## config.mk

```make
export PLATFORM = sky130hd
export DESIGN_NAME = scc_ram
export DESIGN_NICKNAME = d
export VERILOG_FILES = /design/src/rtl/scc_ram.sv
export SDC_FILE = /design/constraint.sdc
export NUM_CORES = 2
export LEC_CHECK = 0
export BUFFER_PORTS_ARGS = -buffer_cell sky130_fd_sc_hd__buf_4
export CORE_AREA = 2 2 341 595
export DETAILED_ROUTE_END_ITERATION = 10
export DIE_AREA = 0 0 343 597
export PLACE_DENSITY_LB_ADDON = 0.3
export RECOVER_POWER = 25
export SLEW_MARGIN = 40
export SYNTH_ARGS = -nofsm -noshare
export SYNTH_HDL_FRONTEND = slang
export SYNTH_SLANG_ARGS = --single-unit
```

## constraint.sdc

```tcl
create_clock -name clk -period 4.1 [get_ports clk]
set_input_delay 0.205 -clock clk [delete_from_list [all_inputs] [get_ports clk]]
set_output_delay 0.205 -clock clk [all_outputs]
set_load 0.01 [all_outputs]
```

## src/rtl/scc_ram.sv

```systemverilog
// Generic single-write, single-read RAM with registered read data.
// No dependencies.
`default_nettype none

module scc_ram #(
	parameter int WIDTH = 8,
	parameter int DEPTH = 256,
	localparam int ADDR_W = (DEPTH > 1) ? $clog2(DEPTH) : 1
) (
	input  wire logic              clk,
	input  wire logic              we,
	input  wire logic [ADDR_W-1:0] waddr,
	input  wire logic [WIDTH-1:0]  wdata,
	input  wire logic [ADDR_W-1:0] raddr,
	output logic      [WIDTH-1:0]  rdata
);

	logic [WIDTH-1:0] mem [DEPTH];

	// write port
	always_ff @(posedge clk) begin
		if (we) begin
			mem[waddr] <= wdata;
		end
	end

	// registered read port
	always_ff @(posedge clk) begin
		rdata <= mem[raddr];
	end

endmodule

`default_nettype wire

```

==> metrics.cfg <==
[floorplan]
rows=217
dieArea_um2=204800
pin_count=34
initial_core_util_pct=39.81
fp.dieW_um=343
core-area_um2=199800
die_h_um=597

[drt]
routed_wl_mm=209.3
route.met3.wl_mm=10.45
wire_per_inst_um=31.27
drtIter0Drc=3335
top_layer_used=met5
via_per_inst=5.730
met1_length_mm=70.38
vias=38342
dr.pass1.iters=6
wl_met2_mm=117.1
drcViolationCount=0
drtAntennaViolNets=0

[final_layout]
drive_above_1_share_pct=27.11
layout_common_cells=2048 x edfxtp_1, 454 x mux4_2, 196 x buf_4, 180 x clkbuf_16, 154 x nor2_1
fillCellCount=16879
layout.nets=3955
syn_to_final_growth_pct=12.77
final_common_cell=edfxtp_1
fin_util_pct=44.90

[clock_network]
clock_path_buffers=4
cts-buffers-inserted=177
postCtsSetupBuffers=0
clkLatencyLatePin_ns=0.83
cts_resized=0
h-tree-depth=4
clk_pin_slew_ns=0.07
cts.sinks=2056
cts-root-buf=clkbuf_16
cts_tree=done

[synth]
synth_edf_count=2048
yosys.area_share.simple_pct=2.628
avgSynthCellArea_um2=21.31
synth-seq-area-share_pct=77.50
synthXorXnorAreaFrac_pct=0
synth_top_flop_cell=edfxtp_1
ys_seq_elements=2056
yosys_warnings=0
synth-compound-area-share_pct=3.419
synthArstFlopShare_pct=0
synth_top_family_by_area=multiplexers
syn_inst=3733
syn_area_um2=79560
synthAdderAreaFrac_pct=0
syn_nets=3759
synthMuxAreaShare_pct=14.62
netlist-cell-type-count=55

[worst_setup_path]
path_cells=dlygate4sd3_1 > clkbuf_1 > buf_4
start_kind=primary input
slowest_stage=clkbuf_1
cpPeakStageDelay_ns=2.23
crit_arrival_ns=3.73
path_class=primary input to register
path_max_fanout=48
required_ns=4.63
end_kind=register

[timing]
max_slew_margin_pct=-112.7
post-route-period-util_pct=78.01
max_freq_ghz=0.3127
slew_violations=455
grt_setup_unrepaired=false
hold_viol_final=0
period_needed_ns=3.198
setup-violations-final=0
setup_tns_ns=0
worst_pin_slew_ns=3.190
fin_skew_ns=0.05425

[job]
drv_cap=7

[pwr]
seq_power_share_pct=55.1
p_int_uw=33100
irDropWorstVdd_v=0.0004048
p_clk_share_pct=39.6
p_sw_share_pct=21.34
p_total_uw=42090
share_comb_of_total_power_pct=5.2
switchingPower_uw=8982
p_leak_uw=0.02735
powerDensity_nw_per_um2=469.1

[placement]
place_congestion=0.8607
io_buffers=33
hpwlAfterDp_mm=138.1

[grt]
grt-ovfl-total=0
grt_pass1_vias=40403
antenna_found_initial=8
grt_usage_pct=20.38
grt_pass1_wl_mm=298.0
grt_max_degree=124

[outcome]
outcome=complete, but fails checks
failed_checks=capacitance limit, slew limit

[min_path]
hold_path.class=primary input to register

[layer usage]
metal	track usage (%)	vias up
met5	0	-
met3	2.657	448
met4	9.186	6
li1	-	16053
met1	22.16	20605
met2	38.88	1230
[stage by stage]
| step | instances | cell area (µm²) | setup WS (ns) | hold WS, ns |
|---|---|---|---|---|
| after CTS | 6686 | 89550 | 1.262 | 0.0005657 |
| after floorplan | 3733 | 79560 | 1.957 | 0.3039 |
| after detailed placement | 6365 | 83870 | 0.3857 | 0.6211 |
| final | 6692 | 89720 | 0.9018 | 0.04891 |
| after global routing | 6690 | 89710 | 0.6662 | 0.05151 |
| after global placement | 6362 | 83590 | 0.2795 | 0.6649 |
[path summary, 6_finish.rpt]
path / startpoint / end / slack [ns] / cells past startpoint
min reg2reg: mem[234][6] / rdata[6] / 1.15 / 5
max: wdata[1] / mem[139][1] / 0.90 / 3
min: waddr[0] / mem[167][6] / 0.05 / 3
max reg2reg: mem[101][1] / rdata[1] / 1.36 / 7
[logic make-up (layout without fill, tap and decap cells)]
| group | after synthesis | in the layout |
|---|---|---|
| compound gates | 385 | 385 |
| buf+inv | 235 | 563 |
| other cells | 0 | 3 |
| mux | 591 | 591 |
| simple gates | 466 | 466 |
| flops | 2056 | 2056 |
[worst max-delay path, delay by kind of cell]
family,cells,cell delay [ns]
buf+inv,3,3.46
[layout make-up]
| class | instances | area (µm²) | share of cell area [%] |
|---|---|---|---|
| clock buffer | 215 | 4666 | 5.200 |
| timing repair buffer | 250 | 2268 | 2.528 |
| sequential | 2056 | 61660 | 68.73 |
| inverter | 2 | 7.507 | 0.008368 |
| tap | 2628 | 3288 | 3.665 |
| clock inverter | 96 | 909.6 | 1.014 |
| antenna | 3 | 7.507 | 0.008368 |
| multi-input combinational | 1442 | 16910 | 18.85 |
[state kept, by name, summed over array words and instances, names as in the netlist]
name / cells
rdata: 8
mem: 2048
[synth_stat cells, drive strengths merged, types with 5 or more instances]
library cell | count | area share, %
a22o | 8 | 0.088
nor2 | 282 | 1.3
mux2i | 134 | 1.7
nor2b | 31 | 0.24
o32ai | 5 | 0.064
mux4 | 456 | 13
o211ai | 10 | 0.094
a21oi | 96 | 0.60
a221oi | 14 | 0.16
nand2 | 33 | 0.16
nand3 | 34 | 0.21
buf | 122 | 1.3
nand2b | 8 | 0.063
o221ai | 47 | 0.53
nor3 | 22 | 0.14
edfxtp | 2048 | 77
a2111oi | 5 | 0.066
nor4 | 27 | 0.24
dfxtp | 8 | 0.20
and2 | 6 | 0.047
a22oi | 133 | 1.3
o22a | 5 | 0.055
nand4 | 10 | 0.079
o21ai | 12 | 0.075
o22ai | 28 | 0.22
a211oi | 16 | 0.15
clkbuf | 111 | 0.52
[power by group through the flow]
stage               logic [µW]  clock network [µW]  registers (µW)
floorplan                 1130                   0           23600
global placement          2170                   0           23700
detailed placement        2210                   0           23700
CTS                       2220               16900           23200
global route              2310               17600           23200
finish                    2200               16700           23200
[what timing repair did]
item | in CTS | in global routing
hold buffers | 10 | 1
hold endpoints to repair | 435 | 40
setup endpoints to repair | 0 | 0
Note: power is estimated with default switching activity, not from simulation.
