[config.mk]
export PLATFORM = sky130hd
export DESIGN_NAME = scc_seq
export DESIGN_NICKNAME = d
export VERILOG_FILES = /design/src/rtl/scc_pkg.sv /design/src/rtl/scc_seq.sv
export SDC_FILE = /design/constraint.sdc
export NUM_CORES = 1
export LEC_CHECK = 0
export BUFFER_PORTS_ARGS = -buffer_cell sky130_fd_sc_hd__buf_2
export CAP_MARGIN = 0
export CELL_PAD_IN_SITES_DETAIL_PLACEMENT = 1
export CELL_PAD_IN_SITES_GLOBAL_PLACEMENT = 1
export CORE_MARGIN = 2
export CORE_UTILIZATION = 45
export CTS_BUF_LIST = sky130_fd_sc_hd__clkbuf_4
export CTS_CLUSTER_DIAMETER = 100
export DETAILED_ROUTE_END_ITERATION = 8
export GPL_ROUTABILITY_DRIVEN = 0
export PLACE_DENSITY = 0.95
export SETUP_SLACK_MARGIN = 0.3
export SLEW_MARGIN = 20
export SYNTH_ARGS = -nofsm -noshare
export SYNTH_HDL_FRONTEND = slang
export SYNTH_SLANG_ARGS = --single-unit
export TNS_END_PERCENT = 1
[constraint.sdc]
create_clock -name clk -period 5.6 [get_ports clk]
set_clock_uncertainty 0.05 [all_clocks]
set_input_delay 0.28 -clock clk [delete_from_list [all_inputs] [get_ports clk]]
set_output_delay 0.28 -clock clk [all_outputs]
set_load 0.01 [all_outputs]
[src/rtl/scc_pkg.sv]
// Shared widths, request and register codes, and the result record for the
// single-class co-occurrence count unit. No dependencies.
`default_nettype none

package scc_pkg;

	// Parameter defaults
	localparam int MAX_SIDE_DEF     = 256;
	localparam int CLASS_VALUES_DEF = 256;

	// Fixed field widths
	localparam int CLASS_W    = 8;
	localparam int PIX_W      = CLASS_W + 1;   // missing flag over class
	localparam int SIZE_W     = 9;
	localparam int COUNT_W    = 20;
	localparam int DISTINCT_W = 9;
	localparam int REQ_W      = 2;
	localparam int CFG_IDX_W  = 3;
	localparam int CFG_DATA_W = 9;

	localparam logic [COUNT_W-1:0]    COUNT_MAX    = '1;
	localparam logic [DISTINCT_W-1:0] DISTINCT_MAX = '1;

	// Request codes
	localparam logic [REQ_W-1:0] REQ_LOAD = 2'd0;
	localparam logic [REQ_W-1:0] REQ_PASS = 2'd1;
	localparam logic [REQ_W-1:0] REQ_READ = 2'd2;

	// Register indexes
	localparam logic [CFG_IDX_W-1:0] CFG_COLS  = 3'd0;
	localparam logic [CFG_IDX_W-1:0] CFG_ROWS  = 3'd1;
	localparam logic [CFG_IDX_W-1:0] CFG_MODE  = 3'd2;
	localparam logic [CFG_IDX_W-1:0] CFG_FOCAL = 3'd3;

	// Reply kinds
	localparam logic REPLY_PASS = 1'b0;
	localparam logic REPLY_READ = 1'b1;

	typedef struct packed {
		logic                  valid;
		logic                  kind;
		logic [DISTINCT_W-1:0] distinct;
		logic                  present;
		logic [COUNT_W-1:0]    count;
	} result_t;

endpackage

`default_nettype wire

[src/rtl/scc_seq.sv]
// Count-pass and read sequencer: walks the pixel store, drives the per-class
// table RAM ports and forms result transactions. Depends on scc_pkg.
`default_nettype none

module scc_seq import scc_pkg::*; #(
	parameter int MAX_SIDE     = MAX_SIDE_DEF,
	parameter int CLASS_VALUES = CLASS_VALUES_DEF,
	localparam int SW = $clog2(MAX_SIDE + 1),
	localparam int AW = $clog2(MAX_SIDE * MAX_SIDE),
	localparam int CW = $clog2(CLASS_VALUES),
	localparam int EW = COUNT_W + 1
) (
	input  wire logic               clk,
	input  wire logic               arst_n,
	input  wire logic               go_pass,
	input  wire logic               go_read,
	input  wire logic [CLASS_W-1:0] query_class,
	input  wire logic [SW-1:0]      cols_eff,
	input  wire logic [SW-1:0]      rows_eff,
	input  wire logic               mode,
	input  wire logic [CLASS_W-1:0] focal,
	output logic      [AW-1:0]      px_raddr,
	input  wire logic [PIX_W-1:0]   px_rdata,
	output logic      [CW-1:0]      cnt_raddr,
	input  wire logic [EW-1:0]      cnt_rdata,
	output logic                    cnt_we,
	output logic      [CW-1:0]      cnt_waddr,
	output logic      [EW-1:0]      cnt_wdata,
	output logic                    busy,
	output result_t                 res
);

	typedef enum logic [10:0] {
		S_IDLE    = 11'b000_0000_0001,
		S_RD_WAIT = 11'b000_0000_0010,
		S_CLEAR   = 11'b000_0000_0100,
		S_PX_RD   = 11'b000_0000_1000,
		S_PX_CHK  = 11'b000_0001_0000,
		S_SEEN_WR = 11'b000_0010_0000,
		S_NB_ADDR = 11'b000_0100_0000,
		S_NB_RD   = 11'b000_1000_0000,
		S_NB_CHK  = 11'b001_0000_0000,
		S_NB_WR   = 11'b010_0000_0000,
		S_DONE    = 11'b100_0000_0000
	} state_t;

	typedef enum logic [1:0] {
		STEP_ZERO = 2'd0,
		STEP_DEC  = 2'd1,
		STEP_INC  = 2'd2
	} step_t;

	// neighbor offsets: rook neighbors first, then the diagonals
	localparam step_t NB_DC [8] = '{STEP_ZERO, STEP_DEC, STEP_INC, STEP_ZERO,
	                                STEP_DEC, STEP_INC, STEP_DEC, STEP_INC};
	localparam step_t NB_DR [8] = '{STEP_DEC, STEP_ZERO, STEP_ZERO, STEP_INC,
	                                STEP_DEC, STEP_DEC, STEP_INC, STEP_INC};
	localparam logic [2:0] NB_LAST_ROOK  = 3'd3;
	localparam logic [2:0] NB_LAST_QUEEN = 3'd7;
	localparam logic [CW-1:0] CLR_LAST = CW'(CLASS_VALUES - 1);

	state_t state_q, state_d;

	logic [AW-1:0]         idx_q;
	logic [SW-1:0]         r_q, c_q;
	logic [CW-1:0]         clr_q;
	logic [2:0]            h_q;
	logic [CLASS_W-1:0]    cls_q, ncls_q;
	logic [AW-1:0]         nb_addr_q;
	logic                  query_ok_q;
	logic                  pass_done_q;
	logic [DISTINCT_W-1:0] distinct_q;
	logic                  res_valid_q;
	logic                  res_kind_q;
	logic [DISTINCT_W-1:0] res_distinct_q;
	logic                  res_present_q;
	logic [COUNT_W-1:0]    res_count_q;

	logic               px_usable;
	logic               px_last;
	logic               step_px;
	logic               next_h;
	logic [2:0]         h_last;
	logic [SW-1:0]      rows_m1, cols_m1;
	logic               nb_ok;
	logic [AW-1:0]      off_c, off_r, nb_addr, rows_ext;
	logic               cnt_seen;
	logic [COUNT_W-1:0] cnt_count, cnt_inc;

	// pixel and table word decode
	assign px_usable = !px_rdata[PIX_W-1] &&
	                   (32'(px_rdata[CLASS_W-1:0]) < CLASS_VALUES);
	assign cnt_seen  = cnt_rdata[COUNT_W];
	assign cnt_count = cnt_rdata[COUNT_W-1:0];
	assign cnt_inc   = (cnt_count == COUNT_MAX) ? cnt_count : cnt_count + 1'b1;

	// scan position
	assign rows_m1 = rows_eff - SW'(1);
	assign cols_m1 = cols_eff - SW'(1);
	assign px_last = (r_q == rows_m1) && (c_q == cols_m1);
	assign h_last  = mode ? NB_LAST_QUEEN : NB_LAST_ROOK;

	// neighbor bounds and address: idx +/- rows +/- 1
	assign rows_ext = AW'(rows_eff);
	always_comb begin
		nb_ok = 1'b1;
		case (NB_DC[h_q])
			STEP_DEC: begin
				nb_ok = (c_q != '0);
				off_c = '0 - rows_ext;
			end
			STEP_INC: begin
				nb_ok = (c_q != cols_m1);
				off_c = rows_ext;
			end
			default: begin
				off_c = '0;
			end
		endcase
		case (NB_DR[h_q])
			STEP_DEC: begin
				nb_ok = nb_ok && (r_q != '0);
				off_r = '1;
			end
			STEP_INC: begin
				nb_ok = nb_ok && (r_q != rows_m1);
				off_r = AW'(1);
			end
			default: begin
				off_r = '0;
			end
		endcase
		nb_addr = idx_q + off_c + off_r;
	end

	// sequencer and RAM port control
	always_comb begin
		state_d   = state_q;
		step_px   = 1'b0;
		next_h    = 1'b0;
		cnt_we    = 1'b0;
		cnt_waddr = CW'(cls_q);
		cnt_wdata = '0;
		cnt_raddr = CW'(query_class);
		px_raddr  = idx_q;
		case (state_q)
			S_IDLE: begin
				if (go_pass) begin
					state_d = S_CLEAR;
				end else if (go_read) begin
					state_d = S_RD_WAIT;
				end
			end
			S_RD_WAIT: begin
				state_d = S_IDLE;
			end
			S_CLEAR: begin
				cnt_we    = 1'b1;
				cnt_waddr = clr_q;
				if (clr_q == CLR_LAST) begin
					state_d = S_PX_RD;
				end
			end
			S_PX_RD: begin
				state_d = S_PX_CHK;
			end
			S_PX_CHK: begin
				cnt_raddr = CW'(px_rdata[CLASS_W-1:0]);
				if (px_usable) begin
					state_d = S_SEEN_WR;
				end else begin
					step_px = 1'b1;
				end
			end
			S_SEEN_WR: begin
				if (!cnt_seen) begin
					cnt_we    = 1'b1;
					cnt_wdata = {1'b1, cnt_count};
				end
				if (cls_q == focal) begin
					state_d = S_NB_ADDR;
				end else begin
					step_px = 1'b1;
				end
			end
			S_NB_ADDR: begin
				if (nb_ok) begin
					state_d = S_NB_RD;
				end else begin
					next_h = 1'b1;
				end
			end
			S_NB_RD: begin
				px_raddr = nb_addr_q;
				state_d  = S_NB_CHK;
			end
			S_NB_CHK: begin
				cnt_raddr = CW'(px_rdata[CLASS_W-1:0]);
				if (px_usable) begin
					state_d = S_NB_WR;
				end else begin
					next_h = 1'b1;
				end
			end
			S_NB_WR: begin
				cnt_we    = 1'b1;
				cnt_waddr = CW'(ncls_q);
				cnt_wdata = {cnt_seen, cnt_inc};
				next_h    = 1'b1;
			end
			S_DONE: begin
				state_d = S_IDLE;
			end
			default: begin
				state_d = S_IDLE;
			end
		endcase
		if (next_h) begin
			if (h_q == h_last) begin
				step_px = 1'b1;
			end else begin
				state_d = S_NB_ADDR;
			end
		end
		if (step_px) begin
			state_d = px_last ? S_DONE : S_PX_RD;
		end
	end

	// control state
	always_ff @(posedge clk or negedge arst_n) begin
		if (!arst_n) begin
			state_q     <= S_IDLE;
			pass_done_q <= 1'b0;
			distinct_q  <= '0;
			res_valid_q <= 1'b0;
		end else begin
			state_q     <= state_d;
			res_valid_q <= (state_q == S_RD_WAIT) || (state_q == S_DONE);
			if (state_q == S_IDLE && go_pass) begin
				distinct_q <= '0;
			end
			if (state_q == S_SEEN_WR && !cnt_seen && distinct_q != DISTINCT_MAX) begin
				distinct_q <= distinct_q + 1'b1;
			end
			if (state_q == S_DONE) begin
				pass_done_q <= 1'b1;
			end
		end
	end

	// scan counters and captured values
	always_ff @(posedge clk) begin
		if (state_q == S_IDLE && go_pass) begin
			idx_q <= '0;
			r_q   <= '0;
			c_q   <= '0;
			clr_q <= '0;
		end
		if (state_q == S_IDLE && go_read) begin
			query_ok_q <= (32'(query_class) < CLASS_VALUES);
		end
		if (state_q == S_CLEAR) begin
			clr_q <= clr_q + 1'b1;
		end
		if (state_q == S_PX_CHK) begin
			cls_q <= px_rdata[CLASS_W-1:0];
		end
		if (state_q == S_NB_CHK) begin
			ncls_q <= px_rdata[CLASS_W-1:0];
		end
		if (state_q == S_NB_ADDR) begin
			nb_addr_q <= nb_addr;
		end
		if (state_q == S_SEEN_WR) begin
			h_q <= '0;
		end else if (next_h) begin
			h_q <= h_q + 1'b1;
		end
		if (step_px) begin
			idx_q <= idx_q + 1'b1;
			if (r_q == rows_m1) begin
				r_q <= '0;
				c_q <= c_q + 1'b1;
			end else begin
				r_q <= r_q + 1'b1;
			end
		end
	end

	// result transaction payload
	always_ff @(posedge clk) begin
		if (state_q == S_RD_WAIT) begin
			res_kind_q     <= REPLY_READ;
			res_distinct_q <= distinct_q;
			if (query_ok_q && pass_done_q) begin
				res_present_q <= cnt_seen;
				res_count_q   <= cnt_count;
			end else begin
				res_present_q <= 1'b0;
				res_count_q   <= '0;
			end
		end else if (state_q == S_DONE) begin
			res_kind_q     <= REPLY_PASS;
			res_distinct_q <= distinct_q;
			res_present_q  <= 1'b0;
			res_count_q    <= '0;
		end
	end

	assign busy = (state_q != S_IDLE);

	always_comb begin
		res.valid    = res_valid_q;
		res.kind     = res_kind_q;
		res.distinct = res_distinct_q;
		res.present  = res_present_q;
		res.count    = res_count_q;
	end

endmodule

`default_nettype wire

==> results of run 1 <==
-- cell type report --
type | instances | area share [%]
Inverter | 38 | 1.45
Clock buffer | 18 | 1.34
Antenna cell | 2 | 0.0495
Tap cell | 234 | 2.89
Clock inverter | 14 | 1.43
Sequential cell | 130 | 36.2
Multi-Input combinational cell | 677 | 46.2
Timing Repair Buffer | 185 | 10.4
-- Yosys cell counts (13+ instances only) --
master	number	share of area (%)
xor2_1	39	4.0
fa_1	16	3.7
xnor2_1	45	4.6
mux2_2	28	3.7
edfxtp_1	95	33
and2_1	27	2.0
and3_1	22	1.6
nand3_1	39	2.3
a21oi_1	29	1.7
nor4_1	14	1.0
o21ai_0	51	3.0
nor2_1	82	3.6
ha_1	33	4.8
nor3_1	25	1.5
clkbuf_1	21	0.92
inv_1	37	1.6
dfrtp_1	21	6.1
nand2_1	89	3.9
dfxtp_1	13	3.0
-- through the flow --
stage	utilization, %	total power [mW]	area (um^2)
after CTS	53.6	2.97	10100
after detailed placement	51.0	2.30	9580
after floorplan	-	1.95	8610
after global routing	53.9	3.16	10100
after global placement	51.0	2.22	9580
final	53.9	2.98	10100
-- worst reg2reg max path, stage by stage, from the launching register on --
cell        delay, ps
dfxtp_1           450
inv_1             120
ha_1              210
mux2_2            290
inv_1              70
ha_2              290
clkinvlp_4        210
nor3_1            240
a21oi_1            80
nor2_1            170
fa_1              460
ha_1              320
a21o_1            160
a21oi_1           230
o21ai_0           150
a211o_1           330
a31oi_1           260
a211oi_1          150
o21ai_0           200
nand2_1            90
xor2_1            140
-- repair_timing --
item	4_1_cts	5_1_grt
hold buffers	21	0
hold endpoints to repair	50	0
resized for setup	0	6
endpoints found under the setup margin	0	4
buffers inserted	0	2
-- placed cells by master (no fill, tap or decap), types with 18 or more instances in the layout --
master | synthesis | final
xnor2_1 | 45 | 45
dfrtp_1 | 21 | 21
nor3_1 | 25 | 25
nand3_1 | 39 | 39
and3_1 | 22 | 22
xor2_1 | 39 | 39
clkbuf_4 | 0 | 18
o21ai_0 | 51 | 50
dlygate4sd3_1 | 0 | 21
nor2_1 | 82 | 80
nand2_1 | 89 | 88
inv_1 | 37 | 37
buf_2 | 2 | 155
ha_1 | 33 | 32
and2_1 | 27 | 27
mux2_2 | 28 | 28
a21oi_1 | 29 | 29
edfxtp_1 | 95 | 95
-- cells by family (layout without fill, tap and decap cells) --
group / count (synthesis) / count (layout)
AOI/OAI and AO/OA: 140 / 140
xor gates and xnor gates: 84 / 84
adders and majority gates: 50 / 50
buffers and inverters: 70 / 255
DFF: 130 / 130
muxes: 36 / 36
other: 0 / 2
and+or+nand+nor: 367 / 367
-- power by group --
part           switching, mW  total (mW)  internal (mW)
logic                  0.573       0.975          0.402
clock network          0.362       0.667          0.304
registers              0.142        1.34           1.20
-- metal layers --
| layer | GRT usage (%) | vias to the layer above |
|---|---|---|
| met1 | 30.3 | 3684 |
| met5 | 0 | - |
| met2 | 44.8 | 225 |
| met4 | 9.38 | 0 |
| met3 | 4.17 | 56 |
| li1 | - | 3493 |
-- how the worst min path moves through the flow --
stage | start | slack, ps | end
2_1_floorplan | arst_n | -70 | distinct_q[0]$_DFFE_PN0P_
3_3_place_gp | arst_n | 240 | res_valid_q$_DFF_PN0_
3_5_place_dp | arst_n | 240 | res_valid_q$_DFF_PN0_
4_1_cts | cnt_rdata[10] | 0.5 | res_count_q[10]$_SDFFCE_PN0P_
5_1_grt | cnt_rdata[10] | -0.3 | res_count_q[10]$_SDFFCE_PN0P_
6_report | cnt_rdata[10] | -6 | res_count_q[10]$_SDFFCE_PN0P_
-- flip-flops by register name (all words and copies together), names as in the netlist, 3 cells and up --
signal,cells
h_q,3
ncls_q,8
nb_addr_q,16
state_q,11
r_q,9
cls_q,8
distinct_q,9
clr_q,8
c_q,9
res_distinct_q,9
res_count_q,20
idx_q,16
==> flow_summary.json, run 1 <==
{
  "startpoint": "h_q[0]$_SDFFE_PP0P_",
  "dp_hpwl_mm": 18.5,
  "maxCapViolCount": 0,
  "synth_xor_area_share_pct": 8.55,
  "muxShareOfSynthArea_pct": 4.59,
  "syn_avg_cell_area_um2": 9.82,
  "clk_pin_slew_ps": 120,
  "syn_inst": 877,
  "dr.pass1.iters": 5,
  "wl_met2_mm": 12.7,
  "grt-ovfl-total": 0,
  "worstPathMaxFanout": 9,
  "endpoint_kind": "flip-flop",
  "synthSimpleGateAreaFrac_pct": 21.7,
  "cts_tree": "done",
  "critical_path.endpoint": "nb_addr_q[14]$_DFFE_PP_",
  "ys_types": 73,
  "remaining_drc_errors": 0,
  "power_density_nw_per_um2": 295,
  "grtUsageTotal_pct": 25.0,
  "arrival_ps": 5180,
  "critical_path_class": "flip-flop to flip-flop",
  "min_path_type": "input pin to flip-flop",
  "r2r_cells": 20,
  "rsz0062_at_grt": "no",
  "wl_met3_mm": 1.10,
  "r2r-end": "nb_addr_q[14]$_DFFE_PP_",
  "start_util_pct": 45.9,
  "grt_max_degree": 32,
  "violations": "negative hold slack",
  "async_flop_share_pct": 16.9,
  "synth_nets": 995,
  "multiInputGateArea_um2": 4670,
  "clock_latency_ps": 580,
  "critPathLaunchType": "flip-flop",
  "num_vias": 7458,
  "cp_data_required_time_ps": 5880,
  "synth_ff_type": "edfxtp_1",
  "fin_crit_sh_pct": 87.5,
  "max-vdd-ir-drop_mv": 0.164,
  "wl_mm": 25.0,
  "io-pin-count": 156,
  "setup_viol_count_final": 0,
  "setup_ws_ps": 697,
  "reg2reg_slack_ps": 700,
  "wl_per_cell_um": 19.3,
  "critPathMaxStageDelay_ps": 460,
  "final_cells": 1298,
  "die_area_um2": 20300,
  "first_iter_violations": 360,
  "synth_top_family_by_area": "simple AND/OR/NAND/NOR gates",
  "timing.setup.tns_ps": 0,
  "m1WireLength_mm": 10.5,
  "die_x_um": 142,
  "synth-seq-area-share_pct": 42.6,
  "layout-drive-gt1-share_pct": 23.4,
  "slew_headroom_pct": 33.5,
  "routed_via_density": 5.75,
  "status": "complete, but fails checks",
  "report.final.hold_viol_count": 1,
  "cts.htree.levels": 4,
  "die_y_um": 142,
  "design.final.nets": 1167,
  "core-area_um2": 18800,
  "dp.cells": 1241,
  "hold_ws_ps": -5.66,
  "cpLargestDelayFamily": "compound AO/OA/AOI/OAI gates",
  "synth-edff-count": 95,
  "max_freq_mhz": 204,
  "p_leak_nw": 4.08,
  "antenna_found_initial": 2,
  "cp_cell_sequence": "inv_1 > ha_1 > mux2_2 > inv_1 > ha_2 > clkinvlp_4 > nor3_1 > a21oi_1 > nor2_1 > fa_1 > ha_1 > a21o_1 > a21oi_1 > o21ai_0 > a211o_1 > a31oi_1 > a211oi_1 > o21ai_0 > nand2_1 > xor2_1",
  "slowest_stage": "fa_1",
  "critical_path_depth": 20,
  "drv_slew": 0,
  "worst_slew_pin_slew_ps": 998,
  "portBuffers": 155,
  "rows": 50,
  "syn-cell-area_um2": 8610,
  "cts_sinks": 130,
  "fillers": 2212,
  "timing.rr.start": "h_q[0]$_SDFFE_PP0P_",
  "grt_pass1_wl_mm": 39.9,
  "top_layer_used": "met4",
  "place_ws_ps": 376,
  "yosysWarnings": 0,
  "area_delta_synth_final_pct": 17.5,
  "cts.path.max_buffers": 2,
  "first_global_vias": 7756,
  "clockRootBuffer": "clkbuf_4",
  "synth_compound_area_share_pct": 10.4,
  "min_path_cells": 2,
  "regArea_um2": 3660,
  "ys_ff_latch": 130,
  "cts_inserted_buffers": 17,
  "worst-path-buf-inv": 3,
  "fin_crit_ps": 4900,
  "ant_nets": 0,
  "synth_adder_area_share_pct": 8.63
}
Note: power is estimated with default switching activity, not from simulation.
==> inputs of run 2 (changes only) <==
- BUFFER_PORTS_ARGS: -buffer_cell sky130_fd_sc_hd__buf_2 -> unset
- CORE_UTILIZATION: 45 -> 51
- DONT_BUFFER_PORTS: unset -> 1
- PLACE_DENSITY: 0.95 -> unset
- PLACE_DENSITY_LB_ADDON: unset -> 0.08
==> run 2 against run 1 <==
Effect of this change: cell area decreased by 6.4%; the run now ends clean; register-to-register slack improved by 30 ps; non-clock buffer count decreased by 143; critical path depth unchanged; sequential share of layout area increased by 2.5 points; count of clock-buffer cells in the layout increased by 1; combinational power decreased by 15%; die area decreased by 11%; sequential cell count unchanged; clock power increased by 7.5%.
==> flow_summary.json, run 2 (synthesis results as in run 1) <==
{
  "max_freq_mhz": 205,
  "min_path_cells": 3,
  "die_y_um": 134,
  "r2r-end": "nb_addr_q[15]$_DFFE_PP_",
  "layout_common_cells": "edfxtp_1, nand2_1, nor2_1",
  "maxCapViolCount": 0,
  "fin_crit_sh_pct": 87.0,
  "first_global_vias": 7230,
  "dp_hpwl_mm": 16.6,
  "dr.pass1.iters": 4,
  "grt_busiest_layer": "met2",
  "cp_data_required_time_ps": 5880,
  "max-vdd-ir-drop_mv": 0.160,
  "r2r_cells": 20,
  "arrival_ps": 5150,
  "critPathLaunchType": "flip-flop",
  "die_area_um2": 17900,
  "p_total_mw": 2.90,
  "whs_endpoint": "state_q[10]$_DFF_PN0_",
  "core-area_um2": 16500,
  "top_register": "res_count_q",
  "first_iter_violations": 259,
  "cts.htree.levels": 4,
  "rows": 47,
  "critical_path_class": "flip-flop to flip-flop",
  "io-pin-count": 156,
  "rsz0062_at_grt": "no",
  "worstPathMaxFanout": 6,
  "power_density_nw_per_um2": 306,
  "fin_area_um2": 9470,
  "grt_use_met3_pct": 5.52,
  "largest_reg_flops": 20,
  "routed_via_density": 6.01,
  "fin_util_pct": 57.3,
  "slew_headroom_pct": 40.2,
  "grt_use_met2_pct": 43.7,
  "cts_tree": "done",
  "die_x_um": 134,
  "slowest_stage": "fa_1",
  "endpoint_kind": "flip-flop",
  "met1_usage_pct": 31.6,
  "status": "completed",
  "final_cells": 1140,
  "grt-ovfl-total": 0,
  "grt_max_degree": 32,
  "worst_slew_pin_slew_ps": 897,
  "cp_cell_sequence": "inv_1 > ha_1 > mux2_2 > ha_1 > inv_1 > nand2_1 > a21oi_1 > nor2_1 > fa_1 > inv_1 > fa_1 > nor2b_1 > o21ai_0 > a21boi_1 > o21ai_0 > a211oi_1 > nor3_1 > o41ai_1 > a21oi_1 > xnor2_1",
  "p_leak_nw": 3.48,
  "wl_mm": 22.3,
  "report.final.hold_viol_count": 0,
  "dp.cells": 1072,
  "fillers": 1838,
  "antenna_found_initial": 1,
  "clock_latency_ps": 560,
  "num_vias": 6849,
  "ant_nets": 0,
  "grtUsageTotal_pct": 25.3,
  "cts_sinks": 130,
  "timing.setup.tns_ps": 0,
  "timing.rr.start": "h_q[0]$_SDFFE_PP0P_",
  "setup_viol_count_final": 0,
  "cts_inserted_buffers": 17,
  "clk_pin_slew_ps": 120,
  "layout-drive-gt1-share_pct": 10.3,
  "critPathMaxStageDelay_ps": 530,
  "design.final.nets": 1024,
  "start_util_pct": 52.1,
  "area_delta_synth_final_pct": 10.0,
  "fin_crit_ps": 4870,
  "placed_area_um2": 8780,
  "min_path_type": "input pin to flip-flop",
  "hold_path.startpoint": "cols_eff[7]",
  "reg2reg_slack_ps": 730,
  "remaining_drc_errors": 0,
  "layout_commonest_cell": "edfxtp_1",
  "portBuffers": 0,
  "grt_pass1_wl_mm": 36.3,
  "clockRootBuffer": "clkbuf_4",
  "drv_slew": 0,
  "reg.largest.list": "res_count_q (20), idx_q (16), nb_addr_q (16)",
  "wl_per_cell_um": 19.6,
  "post_cts_buffers": 0,
  "cpMostUsedCell": "inv_1",
  "cts.path.max_buffers": 2
}
-- run 2: what timing repair did --
action | 4_1_cts | 5_1_grt
hold endpoints to repair | 66 | 22
hold buffers | 34 | 1
endpoints found under the setup margin | 0 | 2
gates resized for setup | 0 | 5
-- run 2: cell type report --
class | count | area (um^2) | area share [%]
diodes | 1 | 2.50 | 0.0264
clock buffers | 19 | 143 | 1.51
clock inverters | 13 | 174 | 1.84
inverters | 38 | 146 | 1.55
multi-input cells | 677 | 4670 | 49.3
flip-flops and latches | 130 | 3660 | 38.7
well taps | 220 | 275 | 2.91
repair buffers | 42 | 398 | 4.20
-- run 2: layer usage --
| metal | routed length (um) | vias up | share of wire [%] |
|---|---|---|---|
| li1 | - | 3211 | - |
| met1 | 9580 | 3450 | 43 |
| met2 | 11300 | 155 | 51 |
| met3 | 1060 | 33 | 4.7 |
| met4 | 397 | 0 | 1.8 |
| met5 | 0 | - | 0 |
-- run 2: how the worst max path moves through the flow --
stage                              startpoint                       to  slack [ps]
final                     h_q[0]$_SDFFE_PP0P_  nb_addr_q[15]$_DFFE_PP_         730
after global routing      h_q[0]$_SDFFE_PP0P_  nb_addr_q[15]$_DFFE_PP_         310
after CTS                 h_q[0]$_SDFFE_PP0P_  nb_addr_q[15]$_DFFE_PP_         500
after detailed placement  h_q[0]$_SDFFE_PP0P_  nb_addr_q[15]$_DFFE_PP_         520
after global placement    h_q[0]$_SDFFE_PP0P_  nb_addr_q[15]$_DFFE_PP_         810
after floorplan           h_q[0]$_SDFFE_PP0P_  nb_addr_q[15]$_DFFE_PP_        1160
-- run 2: critical path, delay by kind of cell, from the launching register on --
family | cells | cell delay, ps
fa+ha+maj | 4 | 1450
simple gates | 4 | 400
mux | 1 | 280
xor+xnor | 1 | 130
compound gates | 7 | 1510
flops | 1 | 430
buf+inv | 3 | 380
-- run 2: through the flow --
step / hold WS, ps / worst slack, ps
floorplan: -65.6 / 1160
global placement: -64.8 / 813
detailed placement: -64.8 / 518
CTS: 2.23 / 498
global route: 49.7 / 307
finish: 67.0 / 728
-- run 2: report_power, final --
| group | internal [mW] | leakage (nW) | switching, mW | total (mW) |
|---|---|---|---|---|
| logic | 0.350 | 2.05 | 0.483 | 0.833 |
| clock network | 0.327 | 0.161 | 0.390 | 0.717 |
| registers | 1.20 | 1.27 | 0.149 | 1.35 |
| total | 1.88 | 3.48 | 1.02 | 2.90 |
